### src/rtl/core/prc_pkg.sv
// ----------------------------------------------------------------------------
// prc_pkg
// Shared types and constants of the pointer rebound corrector.
// ----------------------------------------------------------------------------
package prc_pkg;

    typedef enum logic [1:0] {
        OP_MOTION = 2'd0,
        OP_TICK   = 2'd1,
        OP_EVENT  = 2'd2,
        OP_SPARE  = 2'd3
    } t_op;

    typedef enum logic [2:0] {
        ST_MOTION  = 3'd0,
        ST_IDLE    = 3'd1,
        ST_CLOSED  = 3'd2,
        ST_CORRECT = 3'd3,
        ST_FOREIGN = 3'd4,
        ST_RESET   = 3'd5
    } t_status;

    typedef enum logic [2:0] {
        CFG_ARM_WINDOW = 3'd0,
        CFG_MIN_PRIOR  = 3'd1,
        CFG_SHORT_WIN  = 3'd2,
        CFG_SMALL      = 3'd3,
        CFG_OVERDRIVE  = 3'd4,
        CFG_QUIET_DEF  = 3'd5,
        CFG_QUIET_MIN  = 3'd6,
        CFG_QUIET_MAX  = 3'd7
    } t_cfg_idx;

    localparam int unsigned CFG_DATA_W = 21;
    localparam int unsigned CFG_IDX_W  = 3;

    localparam logic [31:0] GAP_MIN_US    = 32'd3000;
    localparam logic [31:0] GAP_MAX_US    = 32'd500000;
    localparam logic [15:0] GAP_DECAY_Q16 = 16'd60293;
    localparam logic [15:0] EST_CAP       = 16'd4096;
    localparam logic [23:0] CAND_CNT_MAX  = 24'hFFFFFF;

    localparam logic [1:0] DIR_NONE = 2'd0;
    localparam logic [1:0] DIR_POS  = 2'd1;
    localparam logic [1:0] DIR_NEG  = 2'd2;

    typedef struct packed {
        logic [1:0]  est_dir;
        logic        est_valid;
        logic [15:0] est_counts;
        logic [31:0] est_time;
        logic        cand_active;
        logic        cand_dir;
        logic [31:0] cand_delta;
        logic [23:0] cand_counts;
        logic [31:0] cand_start;
        logic [31:0] cand_last;
    } t_axis;

    typedef struct packed {
        logic [20:0] arm_window;
        logic [12:0] min_prior;
        logic [20:0] short_win;
        logic [12:0] small_cnt;
        logic [7:0]  overdrive;
    } t_axis_cfg;

endpackage

### src/rtl/core/prc_axis.sv
// ----------------------------------------------------------------------------
// prc_axis
// Next-state logic of one axis on a motion beat, and its rebound correction.
// ----------------------------------------------------------------------------
module prc_axis (
    input  prc_pkg::t_axis     i_cur,
    input  prc_pkg::t_axis_cfg i_cfg,
    input  logic signed [15:0] i_delta,
    input  logic [31:0]        i_now,
    output prc_pkg::t_axis     o_next,
    output logic               o_rebound,
    output logic [31:0]        o_corr
);

    logic        pos;
    logic [1:0]  dir;
    logic [16:0] cnt;
    logic [1:0]  cdir;
    logic        est_fresh;
    logic [32:0] cs;
    logic [31:0] cs_sat;
    logic [24:0] cc;
    logic [23:0] cc_sat;
    logic        commit;
    logic [1:0]  ne_dir;
    logic [23:0] ne_cnt;
    logic [31:0] ne_time;
    logic        ne_fresh;
    logic [24:0] ne_sum;
    logic        do_note;
    logic        arm;
    logic signed [32:0] undo;
    logic signed [33:0] od;
    prc_pkg::t_axis nx;

    always_comb begin
        pos  = ~i_delta[15];
        dir  = pos ? prc_pkg::DIR_POS : prc_pkg::DIR_NEG;
        cnt  = pos ? {1'b0, i_delta} : 17'(-$signed({i_delta[15], i_delta}));
        cdir = i_cur.cand_dir ? prc_pkg::DIR_NEG : prc_pkg::DIR_POS;
        est_fresh = i_cur.est_valid
            && ((i_now - i_cur.est_time) <= {11'd0, i_cfg.arm_window});
        cs = {i_cur.cand_delta[31], i_cur.cand_delta}
            + {{17{i_delta[15]}}, i_delta};
        if (cs[32] != cs[31]) begin
            cs_sat = cs[32] ? 32'h8000_0000 : 32'h7FFF_FFFF;
        end else begin
            cs_sat = cs[31:0];
        end
        cc = {1'b0, i_cur.cand_counts} + {8'd0, cnt};
        cc_sat = cc[24] ? prc_pkg::CAND_CNT_MAX : cc[23:0];
        commit = ((i_now - i_cur.cand_start) > {11'd0, i_cfg.short_win})
            || (cc_sat > {11'd0, i_cfg.small_cnt});
        arm = (i_cur.est_dir != prc_pkg::DIR_NONE) && (dir != i_cur.est_dir)
            && est_fresh && (i_cur.est_counts >= {3'd0, i_cfg.min_prior});

        nx = i_cur;
        do_note = 1'b0;
        ne_dir  = dir;
        ne_cnt  = {7'd0, cnt};
        ne_time = i_now;
        if (i_delta == 16'sd0) begin
            nx = i_cur;
        end else if (i_cur.cand_active) begin
            if (dir == cdir) begin
                nx.cand_delta  = cs_sat;
                nx.cand_counts = cc_sat;
                nx.cand_last   = i_now;
                if (commit) begin
                    do_note = 1'b1;
                    ne_dir  = cdir;
                    ne_cnt  = cc_sat;
                end
            end else begin
                do_note = 1'b1;
            end
            if (do_note) begin
                nx.cand_active = 1'b0;
                nx.cand_dir    = 1'b0;
                nx.cand_delta  = '0;
                nx.cand_counts = '0;
                nx.cand_start  = '0;
                nx.cand_last   = '0;
            end
        end else if (arm) begin
            nx.cand_active = 1'b1;
            nx.cand_dir    = ~pos;
            nx.cand_delta  = 32'($signed(i_delta));
            nx.cand_counts = {7'd0, cnt};
            nx.cand_start  = i_now;
            nx.cand_last   = i_now;
        end else begin
            do_note = 1'b1;
        end

        ne_fresh = (i_cur.est_dir == ne_dir) && est_fresh;
        ne_sum = {9'd0, i_cur.est_counts} + {1'b0, ne_cnt};
        if (do_note) begin
            if (ne_fresh) begin
                nx.est_counts = (ne_sum > {9'd0, prc_pkg::EST_CAP})
                    ? prc_pkg::EST_CAP : ne_sum[15:0];
            end else begin
                nx.est_dir    = ne_dir;
                nx.est_counts = (ne_cnt > 24'hFFFF) ? 16'hFFFF : ne_cnt[15:0];
            end
            nx.est_valid = 1'b1;
            nx.est_time  = ne_time;
        end
        o_next = nx;

        o_rebound = i_cur.cand_active
            && ((i_cur.cand_last - i_cur.cand_start) <= {11'd0, i_cfg.short_win})
            && (i_cur.cand_counts <= {11'd0, i_cfg.small_cnt});
        if (i_cur.cand_delta == 32'h8000_0000) begin
            undo = 33'sh0_7FFF_FFFF;
        end else begin
            undo = -$signed({i_cur.cand_delta[31], i_cur.cand_delta});
        end
        if (undo > 0) begin
            od = {undo[32], undo} + $signed({26'd0, i_cfg.overdrive});
            o_corr = (od > 34'sh0_7FFF_FFFF) ? 32'h7FFF_FFFF : od[31:0];
        end else begin
            od = {undo[32], undo} - $signed({26'd0, i_cfg.overdrive});
            o_corr = (od < -34'sh0_8000_0000) ? 32'h8000_0000 : od[31:0];
        end
        if (i_cur.cand_delta == 32'd0) begin
            o_corr = '0;
        end
    end

endmodule

### src/rtl/core/pointer_rebound_corrector_unit.sv
// ----------------------------------------------------------------------------
// pointer_rebound_corrector_unit
// Per-axis rebound detection and retrospective correction for a pointing stick.
// ----------------------------------------------------------------------------
// One beat in, one beat out. Each accepted beat updates the axis state and
// its result lands in an output register the following cycle; a new beat
// is taken every cycle as long as the output register is empty or being
// drained, so throughput is one beat per clock under that condition.
module pointer_rebound_corrector_unit (
    input  logic               i_clk,
    input  logic               i_rst_n,
    input  logic               i_cfg_we,
    input  logic [2:0]         i_cfg_idx,
    input  logic [20:0]        i_cfg_data,
    input  logic               i_valid,
    output logic               o_ready,
    input  logic [1:0]         i_op,
    input  logic signed [15:0] i_dx,
    input  logic signed [15:0] i_dy,
    input  logic [31:0]        i_now_us,
    input  logic               i_cursor_unmoved,
    output logic               o_valid,
    input  logic               i_ready,
    output logic [2:0]         o_status,
    output logic signed [31:0] o_correction_dx,
    output logic signed [31:0] o_correction_dy,
    output logic               o_deadline_valid,
    output logic [31:0]        o_deadline_us
);

    logic [20:0] r_arm, r_short, r_qdef, r_qmin, r_qmax;
    logic [12:0] r_prior, r_small;
    logic [7:0]  r_od;

    prc_pkg::t_axis r_ax [2];
    prc_pkg::t_axis n_ax [2];
    prc_pkg::t_axis mv   [2];
    logic [31:0] r_last, n_last;
    logic        r_have, n_have;
    logic [18:0] r_gap, n_gap;

    logic [2:0]  n_status;
    logic [31:0] n_cx, n_cy, n_dl;
    logic        n_dv;
    logic        r_ovalid;
    logic [2:0]  r_status;
    logic [31:0] r_cx, r_cy, r_dl;
    logic        r_dv;

    prc_pkg::t_axis_cfg acfg;
    logic [1:0]  reb;
    logic [31:0] corr [2];
    logic        accept;
    logic [31:0] gap;
    logic [34:0] gap_dec;
    logic [20:0] qcur, qnew;
    logic        tick_due;

    assign acfg = '{arm_window: r_arm, min_prior: r_prior, short_win: r_short,
                    small_cnt: r_small, overdrive: r_od};
    assign o_ready = ~r_ovalid | i_ready;
    assign accept  = i_valid & o_ready;

    for (genvar a = 0; a < 2; a++) begin : g_axis
        prc_axis u_axis (
            .i_cur     (r_ax[a]),
            .i_cfg     (acfg),
            .i_delta   (a == 0 ? i_dx : i_dy),
            .i_now     (i_now_us),
            .o_next    (mv[a]),
            .o_rebound (reb[a]),
            .o_corr    (corr[a])
        );
    end

    function automatic logic [20:0] quiet(input logic [18:0] g, input logic [20:0] qd,
                                         input logic [20:0] qmn, input logic [20:0] qmx);
        logic [21:0] q;
        q = (g != '0) ? 22'(({3'd0, g} * 22'd7) >> 2) : {1'b0, qd};
        if (q < {1'b0, qmn}) q = {1'b0, qmn};
        if (q > {1'b0, qmx}) q = {1'b0, qmx};
        return q[20:0];
    endfunction

    always_comb begin
        n_ax     = r_ax;
        n_last   = r_last;
        n_have   = r_have;
        n_gap    = r_gap;
        n_status = prc_pkg::ST_IDLE;
        n_cx     = '0;
        n_cy     = '0;
        gap      = i_now_us - r_last;
        gap_dec  = {16'd0, r_gap} * {19'd0, prc_pkg::GAP_DECAY_Q16};
        qcur = quiet(r_gap, r_qdef, r_qmin, r_qmax);
        tick_due = (r_ax[0].cand_active | r_ax[1].cand_active) && r_have
            && ((i_now_us - r_last) >= {11'd0, qcur});
        case (i_op)
            prc_pkg::OP_MOTION: begin
                n_status = prc_pkg::ST_MOTION;
                if (i_dx != 16'sd0 || i_dy != 16'sd0) begin
                    if (r_have && gap >= prc_pkg::GAP_MIN_US
                        && gap <= prc_pkg::GAP_MAX_US) begin
                        if (r_gap == '0 || gap > {13'd0, r_gap}) begin
                            n_gap = gap[18:0];
                        end else begin
                            n_gap = gap_dec[34:16];
                        end
                    end
                    n_last = i_now_us;
                    n_have = 1'b1;
                    n_ax   = mv;
                end
            end
            prc_pkg::OP_TICK: begin
                if (tick_due) begin
                    n_ax[0] = '0;
                    n_ax[1] = '0;
                    n_last  = '0;
                    n_have  = 1'b0;
                    if (!i_cursor_unmoved) begin
                        n_gap    = '0;
                        n_status = prc_pkg::ST_FOREIGN;
                    end else begin
                        n_cx = reb[0] ? corr[0] : '0;
                        n_cy = reb[1] ? corr[1] : '0;
                        n_status = (n_cx != '0 || n_cy != '0)
                            ? prc_pkg::ST_CORRECT : prc_pkg::ST_CLOSED;
                    end
                end
            end
            default: begin
                n_ax[0]  = '0;
                n_ax[1]  = '0;
                n_last   = '0;
                n_have   = 1'b0;
                n_gap    = '0;
                n_status = prc_pkg::ST_RESET;
            end
        endcase
        qnew = quiet(n_gap, r_qdef, r_qmin, r_qmax);
        n_dv = (n_ax[0].cand_active | n_ax[1].cand_active) && n_have;
        n_dl = n_dv ? n_last + {11'd0, qnew} : '0;
    end

    always_ff @(posedge i_clk) begin
        if (!i_rst_n) begin
            r_arm <= 21'd400000; r_prior <= 13'd6; r_short <= 21'd120000;
            r_small <= 13'd6; r_od <= 8'd2; r_qdef <= 21'd140000;
            r_qmin <= 21'd100000; r_qmax <= 21'd700000;
        end else if (i_cfg_we) begin
            case (i_cfg_idx)
                prc_pkg::CFG_ARM_WINDOW: r_arm   <= i_cfg_data;
                prc_pkg::CFG_MIN_PRIOR:  r_prior <= i_cfg_data[12:0];
                prc_pkg::CFG_SHORT_WIN:  r_short <= i_cfg_data;
                prc_pkg::CFG_SMALL:      r_small <= i_cfg_data[12:0];
                prc_pkg::CFG_OVERDRIVE:  r_od    <= i_cfg_data[7:0];
                prc_pkg::CFG_QUIET_DEF:  r_qdef  <= i_cfg_data;
                prc_pkg::CFG_QUIET_MIN:  r_qmin  <= i_cfg_data;
                default:                 r_qmax  <= i_cfg_data;
            endcase
        end
    end

    always_ff @(posedge i_clk) begin
        if (!i_rst_n) begin
            r_ax[0] <= '0;
            r_ax[1] <= '0;
            r_last  <= '0;
            r_have  <= 1'b0;
            r_gap   <= '0;
            r_ovalid <= 1'b0;
        end else begin
            if (accept) begin
                r_ax   <= n_ax;
                r_last <= n_last;
                r_have <= n_have;
                r_gap  <= n_gap;
                r_ovalid <= 1'b1;
            end else if (i_ready) begin
                r_ovalid <= 1'b0;
            end
        end
    end

    always_ff @(posedge i_clk) begin
        if (accept) begin
            r_status <= n_status;
            r_cx <= n_cx;
            r_cy <= n_cy;
            r_dv <= n_dv;
            r_dl <= n_dl;
        end
    end

    assign o_valid          = r_ovalid;
    assign o_status         = r_status;
    assign o_correction_dx  = r_cx;
    assign o_correction_dy  = r_cy;
    assign o_deadline_valid = r_dv;
    assign o_deadline_us    = r_dl;

    a_hold: assert property (@(posedge i_clk) disable iff (!i_rst_n)
        r_ovalid && !i_ready |=> r_ovalid && $stable(r_status))
        else $error("result beat dropped while stalled");
    a_dl: assert property (@(posedge i_clk) disable iff (!i_rst_n)
        r_ovalid && !r_dv |-> r_dl == '0)
        else $error("deadline set without valid");
    a_corr: assert property (@(posedge i_clk) disable iff (!i_rst_n)
        r_ovalid && r_status != prc_pkg::ST_CORRECT |-> r_cx == '0 && r_cy == '0)
        else $error("correction outside correction status");
    a_have: assert property (@(posedge i_clk) disable iff (!i_rst_n)
        !r_have |-> !(r_dv && r_ovalid && $past(accept)))
        else $error("deadline without motion time");

endmodule

### config.mk
export PLATFORM = sky130hd
export DESIGN_NAME = pointer_rebound_corrector_unit
export DESIGN_NICKNAME = d
export VERILOG_FILES = /design/src/rtl/core/prc_pkg.sv /design/src/rtl/core/prc_axis.sv /design/src/rtl/core/pointer_rebound_corrector_unit.sv
export SDC_FILE = /design/constraint.sdc
export NUM_CORES = 2
export LEC_CHECK = 0
export BUFFER_PORTS_ARGS = -buffer_cell sky130_fd_sc_hd__buf_2
export CAP_MARGIN = 10
export CORE_MARGIN = 5
export CORE_UTILIZATION = 33
export CTS_BUF_LIST = sky130_fd_sc_hd__clkbuf_4 sky130_fd_sc_hd__clkbuf_8
export CTS_CLUSTER_SIZE = 40
export DETAILED_ROUTE_END_ITERATION = 16
export HOLD_SLACK_MARGIN = 0.1
export PLACE_DENSITY = 0.57
export RECOVER_POWER = 100
export SETUP_SLACK_MARGIN = 0.15
export SLEW_MARGIN = 15
export SYNTH_ARGS = -nofsm -noshare
export SYNTH_HDL_FRONTEND = slang
export SYNTH_SLANG_ARGS = --single-unit
### constraint.sdc
create_clock -name i_clk -period 28.4 [get_ports i_clk]
set_input_delay 0 -clock i_clk [delete_from_list [all_inputs] [get_ports i_clk]]
set_output_delay 0 -clock i_clk [all_outputs]
set_load 0.01 [all_outputs]
# Yosys cells after proc, flatten, opt, wreduce, memory -nomap -nowiden
# Cells that the tools add are included.
# totals
register_bits,638
input_bits,96
word_cells,290
# op_classes
n_addsub,22
multipliers,3
n_lt_le_gt_ge,30
n_eq_ne,31
mux,103
n_bitwise,6
n_reduce_logical,58
# ops
cell,count
$mux W122,8
$mux W346,2
$pmux W346 S2,1
$mux W32,18
$mux W24,10
$sub A32 B32 Y32,7
$le A32 B21 Y1,4
$mux W21,6
$mux W56,2
$mux W51,2
$mux W16,6
$mux W19,5
$add A33 B9 Y34,2
$gt A34 B32 Y1 const B,2
$lt A34 B32 Y1 const B,2
$sub A33 B9 Y34,2
$add A32 B16 Y33,2
$gt A33 B1 Y1 const B,2
$mux W33,2
$neg A32 Y33,2
$eq A32 B32 Y1 const B,2
$gt A32 B21 Y1,2
$logic_not A32 Y1,2
$pmux W32 S2,1
55 further kinds,159

# Depth between registers and ports, before layout
# depth
word_depth,19
mapped_depth,120
mapped_depth_nobuf,115

# By module
# A second synthesis with hierarchy kept.
# hier_totals
hier_cells,10018
area_unflattened_um2,74265.0
# by_module_without_submodules
module,n_inst,cells_per_inst,area_each_um2,seq_area_each_um2
pointer_rebound_corrector_unit,1,4507,37707.4,13773.2
prc_axis (g_axis[1].u_axis),1,2848,18621.6,0.0
prc_axis (g_axis[0].u_axis),1,2663,17936.0,0.0

# Worst setup path after synthesis
# OpenSTA, ideal clock, no wires.
# synth_timing
path_type,register to register
from,reg r_gap[3]
to,reg r_dl[26] (netlist: o_deadline_us[26]) (data pin)
setup_time_ns,0.260
arrival_ns,21.190
setup_slack_ns,6.950
stages_incl_launch_ff,119
period_less_slack_ns,21.450
cell_sequence,dfxtp_1 fa_1 ha_1 a21o_1 a21oi_1 o21ai_0 a21oi_1 o21ai_0 a21oi_1 nand2b_1 a21boi_0 o41ai_1 o21ai_0 o21ai_0 nand2b_1 xnor2_1 o21ai_0 ha_1 [... 83 more ...] o211ai_1 ha_1 fa_1 a21o_1 a21oi_1 o21bai_1 a31o_2 a211oi_1 o21ai_0 nand2b_1 o21ai_0 o21ai_0 a21boi_0 o41ai_1 nor4_1 and3_1 a211oi_1 nor3_1
# synth_between
elab_chain_cells,17
elab_cells_between_ends,35
# synth_lines
element,line,rtl
start: declaration,pointer_rebound_corrector_unit.sv:40,"logic [18:0] r_gap, n_gap;"
start signal: assignment,pointer_rebound_corrector_unit.sv:178,r_gap <= n_gap;
$mul A19 B3 Y22 / $reduce_bool A19 Y1 (equally long branches),pointer_rebound_corrector_unit.sv:79,"q = (g != '0) ? 22'(({3'd0, g} * 22'd7) >> 2) : {1'b0, qd};"
$mux W21,pointer_rebound_corrector_unit.sv:79,
$lt A21 B21 Y1,pointer_rebound_corrector_unit.sv:80,"if (q < {1'b0, qmn}) q = {1'b0, qmn};"
$mux W21,pointer_rebound_corrector_unit.sv:80,
$gt A21 B21 Y1,pointer_rebound_corrector_unit.sv:81,"if (q > {1'b0, qmx}) q = {1'b0, qmx};"
$mux W21,pointer_rebound_corrector_unit.sv:81,
$ge A32 B21 Y1,pointer_rebound_corrector_unit.sv:97,"&& ((i_now_us - r_last) >= {11'd0, qcur});"
$logic_and A1 B1 Y1,pointer_rebound_corrector_unit.sv:97,
$mux W19,pointer_rebound_corrector_unit.sv:116,if (tick_due) begin
$pmux W19 S2,pointer_rebound_corrector_unit.sv:98,case (i_op)
$mul A19 B3 Y22 / $reduce_bool A19 Y1 (equally long branches),pointer_rebound_corrector_unit.sv:79,
$mux W21,pointer_rebound_corrector_unit.sv:79,
$lt A21 B21 Y1,pointer_rebound_corrector_unit.sv:80,
$mux W21,pointer_rebound_corrector_unit.sv:80,
$gt A22 B21 Y1,pointer_rebound_corrector_unit.sv:81,
$mux W21,pointer_rebound_corrector_unit.sv:81,
$add A32 B21 Y32,pointer_rebound_corrector_unit.sv:143,"n_dl = n_dv ? n_last + {11'd0, qnew} : '0;"
end signal: assignment,pointer_rebound_corrector_unit.sv:192,r_dl <= n_dl;
end: declaration,pointer_rebound_corrector_unit.sv:47,"logic [31:0] r_cx, r_cy, r_dl;"
# Parallel ways exist; a longest one is shown, timed or not. The select of a mux whose other input is x is not followed.
# A chain may end at the register's enable or synchronous reset.

# Final worst setup path
# layout_timing
from,reg r_gap[4]
to,reg r_dl[28] (netlist: o_deadline_us[28]) (data pin)
# Same word-level chain as after synthesis.

==> flow_summary.json <==
{
  "seq_area_frac_synth_pct": 19.8,
  "crit_end": "o_deadline_us[28]",
  "yosys.area.top_type": "sky130_fd_sc_hd__ha_1",
  "numCtsBuffers": 133,
  "avgRoutedWirePerCell_um": 22.1,
  "ys_dominant_reg_cell": "sky130_fd_sc_hd__dfxtp_1",
  "share_of_final_layout_standard_cells_stronger_than_drive_strength_1_pct": 7.06,
  "synth.most_common_cell": "sky130_fd_sc_hd__ha_1",
  "die_area_mm2": 0.220,
  "intPower_mw": 2.02,
  "final-setup-viol-count": 0,
  "io_pins": 198,
  "critical_path.slowest_cell": "sky130_fd_sc_hd__o41ai_1",
  "worst_slack_ns": 2.03,
  "startpoint_type": "flop",
  "io_buffers": 197,
  "hold_path_startpoint": "i_now_us[17]",
  "reg2reg_setup_slack_ns": 2.03,
  "path_clk_slew_ns": 0.06,
  "yosys_register_bits": 638,
  "sequential_group_share_of_total_power_pct": 28.4,
  "timing.final.max_slew_violations": 1039,
  "placement.cell_area_mm2": 0.0735,
  "per_cell_via_count_in_the_routed_design": 5.69,
  "cts_root_buffer": "sky130_fd_sc_hd__clkbuf_8",
  "slew-limit-headroom_pct": -183,
  "hold_viol_final": 0,
  "critical_path.endpoint_type": "flop",
  "netlist_area_mm2": 0.0694,
  "vias": 69741,
  "clock_skew_ns": 0.0677,
  "critical_path.reg2reg.endpoint": "o_deadline_us[28]",
  "placement.setup.worst_slack_ns": 2.31,
  "design_area_mm2": 0.0783,
  "antenna_violations_before_repair": 24,
  "critPathRequiredTime_ns": 29.04,
  "synth-edff-count": 100,
  "dieWidth_um": 469,
  "power-per-cell-area_mw_per_mm2": 43.0,
  "post-synth-top-area-fraction_pct": 16.2,
  "syn_avg_cell_area_um2": 7.68,
  "run_status": "finished with violations",
  "drtAntennaViolNets": 0,
  "placeable_area_mm2": 0.209,
  "start_point_of_the_critical_path": "r_gap[4]",
  "postSynth.asyncResetShare_pct": 0,
  "layout.filler_cells": 21918,
  "htreeDepth": 4,
  "detail_route.iter0.violations": 5757,
  "worst_hold_path_type": "input pin to flop",
  "firstDrtPassIters": 6,
  "clk_path_buf_depth": 3,
  "routed_wl_um": 271000,
  "num-nets-final": 10451,
  "fin_tns_setup_ns": 0,
  "yosys_warnings": 0,
  "rows": 168,
  "timing.critical_path.fanout_max": 36,
  "layout-area-overhead-vs-synth_pct": 12.8,
  "netSwitchingPower_mw": 1.35,
  "unrepaired_setup_endpoints_after_global_routing": "false",
  "p_comb_share_pct": 39.3,
  "final_min_period_over_clock_period_pct": 92.8,
  "initial_utilization_pct": 33.2,
  "place_hpwl_um": 210000,
  "netlist-cell-type-count": 116,
  "remaining_drc_errors": 0,
  "drv_cap": 18,
  "cts_tree": "done",
  "cp.arrival_ns": 27.01,
  "global_route.overflow_total": 0,
  "tightestPinTransition_ns": 4.25,
  "synth_cells": 9044,
  "finalWeightedCongestion": 0.936,
  "clock_power_share_pct": 32.3,
  "hold_ws_ns": 0.219,
  "timing.final.crit_period_ns": 26.37,
  "vdd_drop_max_mv": 0.0449,
  "clk-insertion-delay-late_ns": 0.93,
  "synth.top_cells.by_area": "sky130_fd_sc_hd__ha_1 (16%), sky130_fd_sc_hd__dfxtp_1 (16%), sky130_fd_sc_hd__a21oi_1 (5.8%)",
  "switching_share_pct": 40.0,
  "power.leakage_nw": 33.7,
  "grt_pass1_vias": 65109,
  "track_usage_pct": 23.6,
  "critPathKind": "flop to flop",
  "grt_first_pass_wirelength_um": 404000,
  "grt_max_degree": 80,
  "clock_sink_count": 638,
  "timing.fmax_mhz": 37.9,
  "cpPeakStageDelay_ns": 0.83,
  "synth_top_cells_by_count": "sky130_fd_sc_hd__ha_1 (900), sky130_fd_sc_hd__nor2_1 (865), sky130_fd_sc_hd__nand2_1 (838)",
  "r2r-start": "r_gap[4]",
  "reg2regPathDepth": 117,
  "chipHeight_um": 469,
  "violations_in_the_final_reports": "max-capacitance violations, max-slew violations"
}
[placed cells by master (no fill, tap or decap), types with 148 or more instances in the layout]
cell	netlist	routed
sky130_fd_sc_hd__xnor2_1	281	280
sky130_fd_sc_hd__a21o_1	284	284
sky130_fd_sc_hd__nand4_1	168	168
sky130_fd_sc_hd__dlygate4sd3_1	0	210
sky130_fd_sc_hd__inv_1	613	612
sky130_fd_sc_hd__nor3_1	196	192
sky130_fd_sc_hd__clkbuf_8	0	158
sky130_fd_sc_hd__xor2_1	148	148
sky130_fd_sc_hd__nand2_1	838	838
sky130_fd_sc_hd__o21ai_0	457	477
sky130_fd_sc_hd__ha_1	900	900
sky130_fd_sc_hd__a21oi_1	811	806
sky130_fd_sc_hd__nand3_1	225	225
sky130_fd_sc_hd__nor2_1	865	857
sky130_fd_sc_hd__dfxtp_1	538	538
[power groups by stage]
| stage | Sequential (mW) | Combinational [mW] | Clock [mW] |
|---|---|---|---|
| final | 0.957 | 1.32 | 1.09 |
| after global routing | 0.959 | 1.45 | 1.16 |
| after CTS | 0.956 | 1.31 | 1.12 |
| after detailed placement | 0.975 | 1.28 | 0 |
| after global placement | 0.975 | 1.27 | 0 |
| after floorplan | 0.971 | 0.878 | 0 |
[sequential cells by signal, summed over array words and instances (netlist names)]
register	cells
r_ax	346
o_correction_dx	32
o_correction_dy	32
o_deadline_us	32
r_last	32
r_arm	21
r_qdef	21
r_qmax	21
r_qmin	21
r_short	21
r_gap	19
r_prior	13
r_small	13
r_od	8
o_status	3
o_deadline_valid	1
o_valid	1
r_have	1
[through the flow]
| stage | cells | power, mW | utilization, % |
|---|---|---|---|
| after floorplan | 9045 | 1.85 | - |
| final | 12258 | 3.37 | 37.4 |
| after global placement | 11791 | 2.24 | 35.1 |
| after CTS | 12243 | 3.39 | 37.5 |
| after detailed placement | 11791 | 2.26 | 35.1 |
| after global routing | 12251 | 3.57 | 37.4 |
[worst max-delay path, delay by kind of cell, from the launching register on]
kind | cells | cell delay, ns
AO/OA/AOI/OAI | 65 | 14.40
flip-flops | 1 | 0.67
AND/OR/NAND/NOR | 26 | 3.49
adder cells (fa/ha/maj) | 12 | 4.03
buffers and inverters | 8 | 2.11
multiplexers | 4 | 1.09
XOR/XNOR | 2 | 0.27
[kinds of logic (layout without fill, tap and decap cells)]
logic type	after synthesis	in the layout	share of synthesized area, %
flip-flops	638	638	19.8
adder cells (fa/ha/maj)	1025	1025	19.8
other	1	17	0.00540
AO/OA/AOI/OAI	2648	2648	24.7
multiplexers	143	143	2.21
AND/OR/NAND/NOR	3160	3160	22.5
buffers and inverters	999	1392	5.55
XOR/XNOR	430	430	5.44
[worst min-delay path by stage]
stage / endpoint / slack (ns) / depth (start not counted)
after floorplan: r_ax[89] / 0.12 / 2
after global routing: r_ax[193] / 0.14 / 3
final: r_ax[17] / 0.22 / 4
after CTS: r_ax[17] / 0.10 / 4
after global placement: o_valid / 0.25 / 3
after detailed placement: o_valid / 0.26 / 3
[area by class of cell]
| cell class | count | area, um^2 | area share [%] |
|---|---|---|---|
| Sequential cell | 638 | 13800 | 17.6 |
| Clock inverter | 43 | 393 | 0.502 |
| Inverter | 615 | 2310 | 2.95 |
| Clock buffer | 199 | 2480 | 3.17 |
| Antenna cell | 15 | 37.5 | 0.0479 |
| Timing Repair Buffer | 535 | 3840 | 4.91 |
| Tap cell | 2805 | 3510 | 4.48 |
| Multi-Input combinational cell | 7408 | 52000 | 66.4 |
[per-layer routing]
layer  vias to the layer above  wire, um  GRT usage [%]
met5                         -       103          0.216
met4                         6     11600           8.92
li1                      33537         -              -
met2                      2314    118000           37.3
met1                     33394    125000           32.5
met3                       490     16000           3.15
[what timing repair did]
item	4_1_cts	5_1_grt
resized for setup	0	1
endpoints found under the setup margin	0	1
setup buffers	0	0
hold endpoints to repair	545	0
hold buffers	210	0
Note: power is estimated with default switching activity, not from simulation.
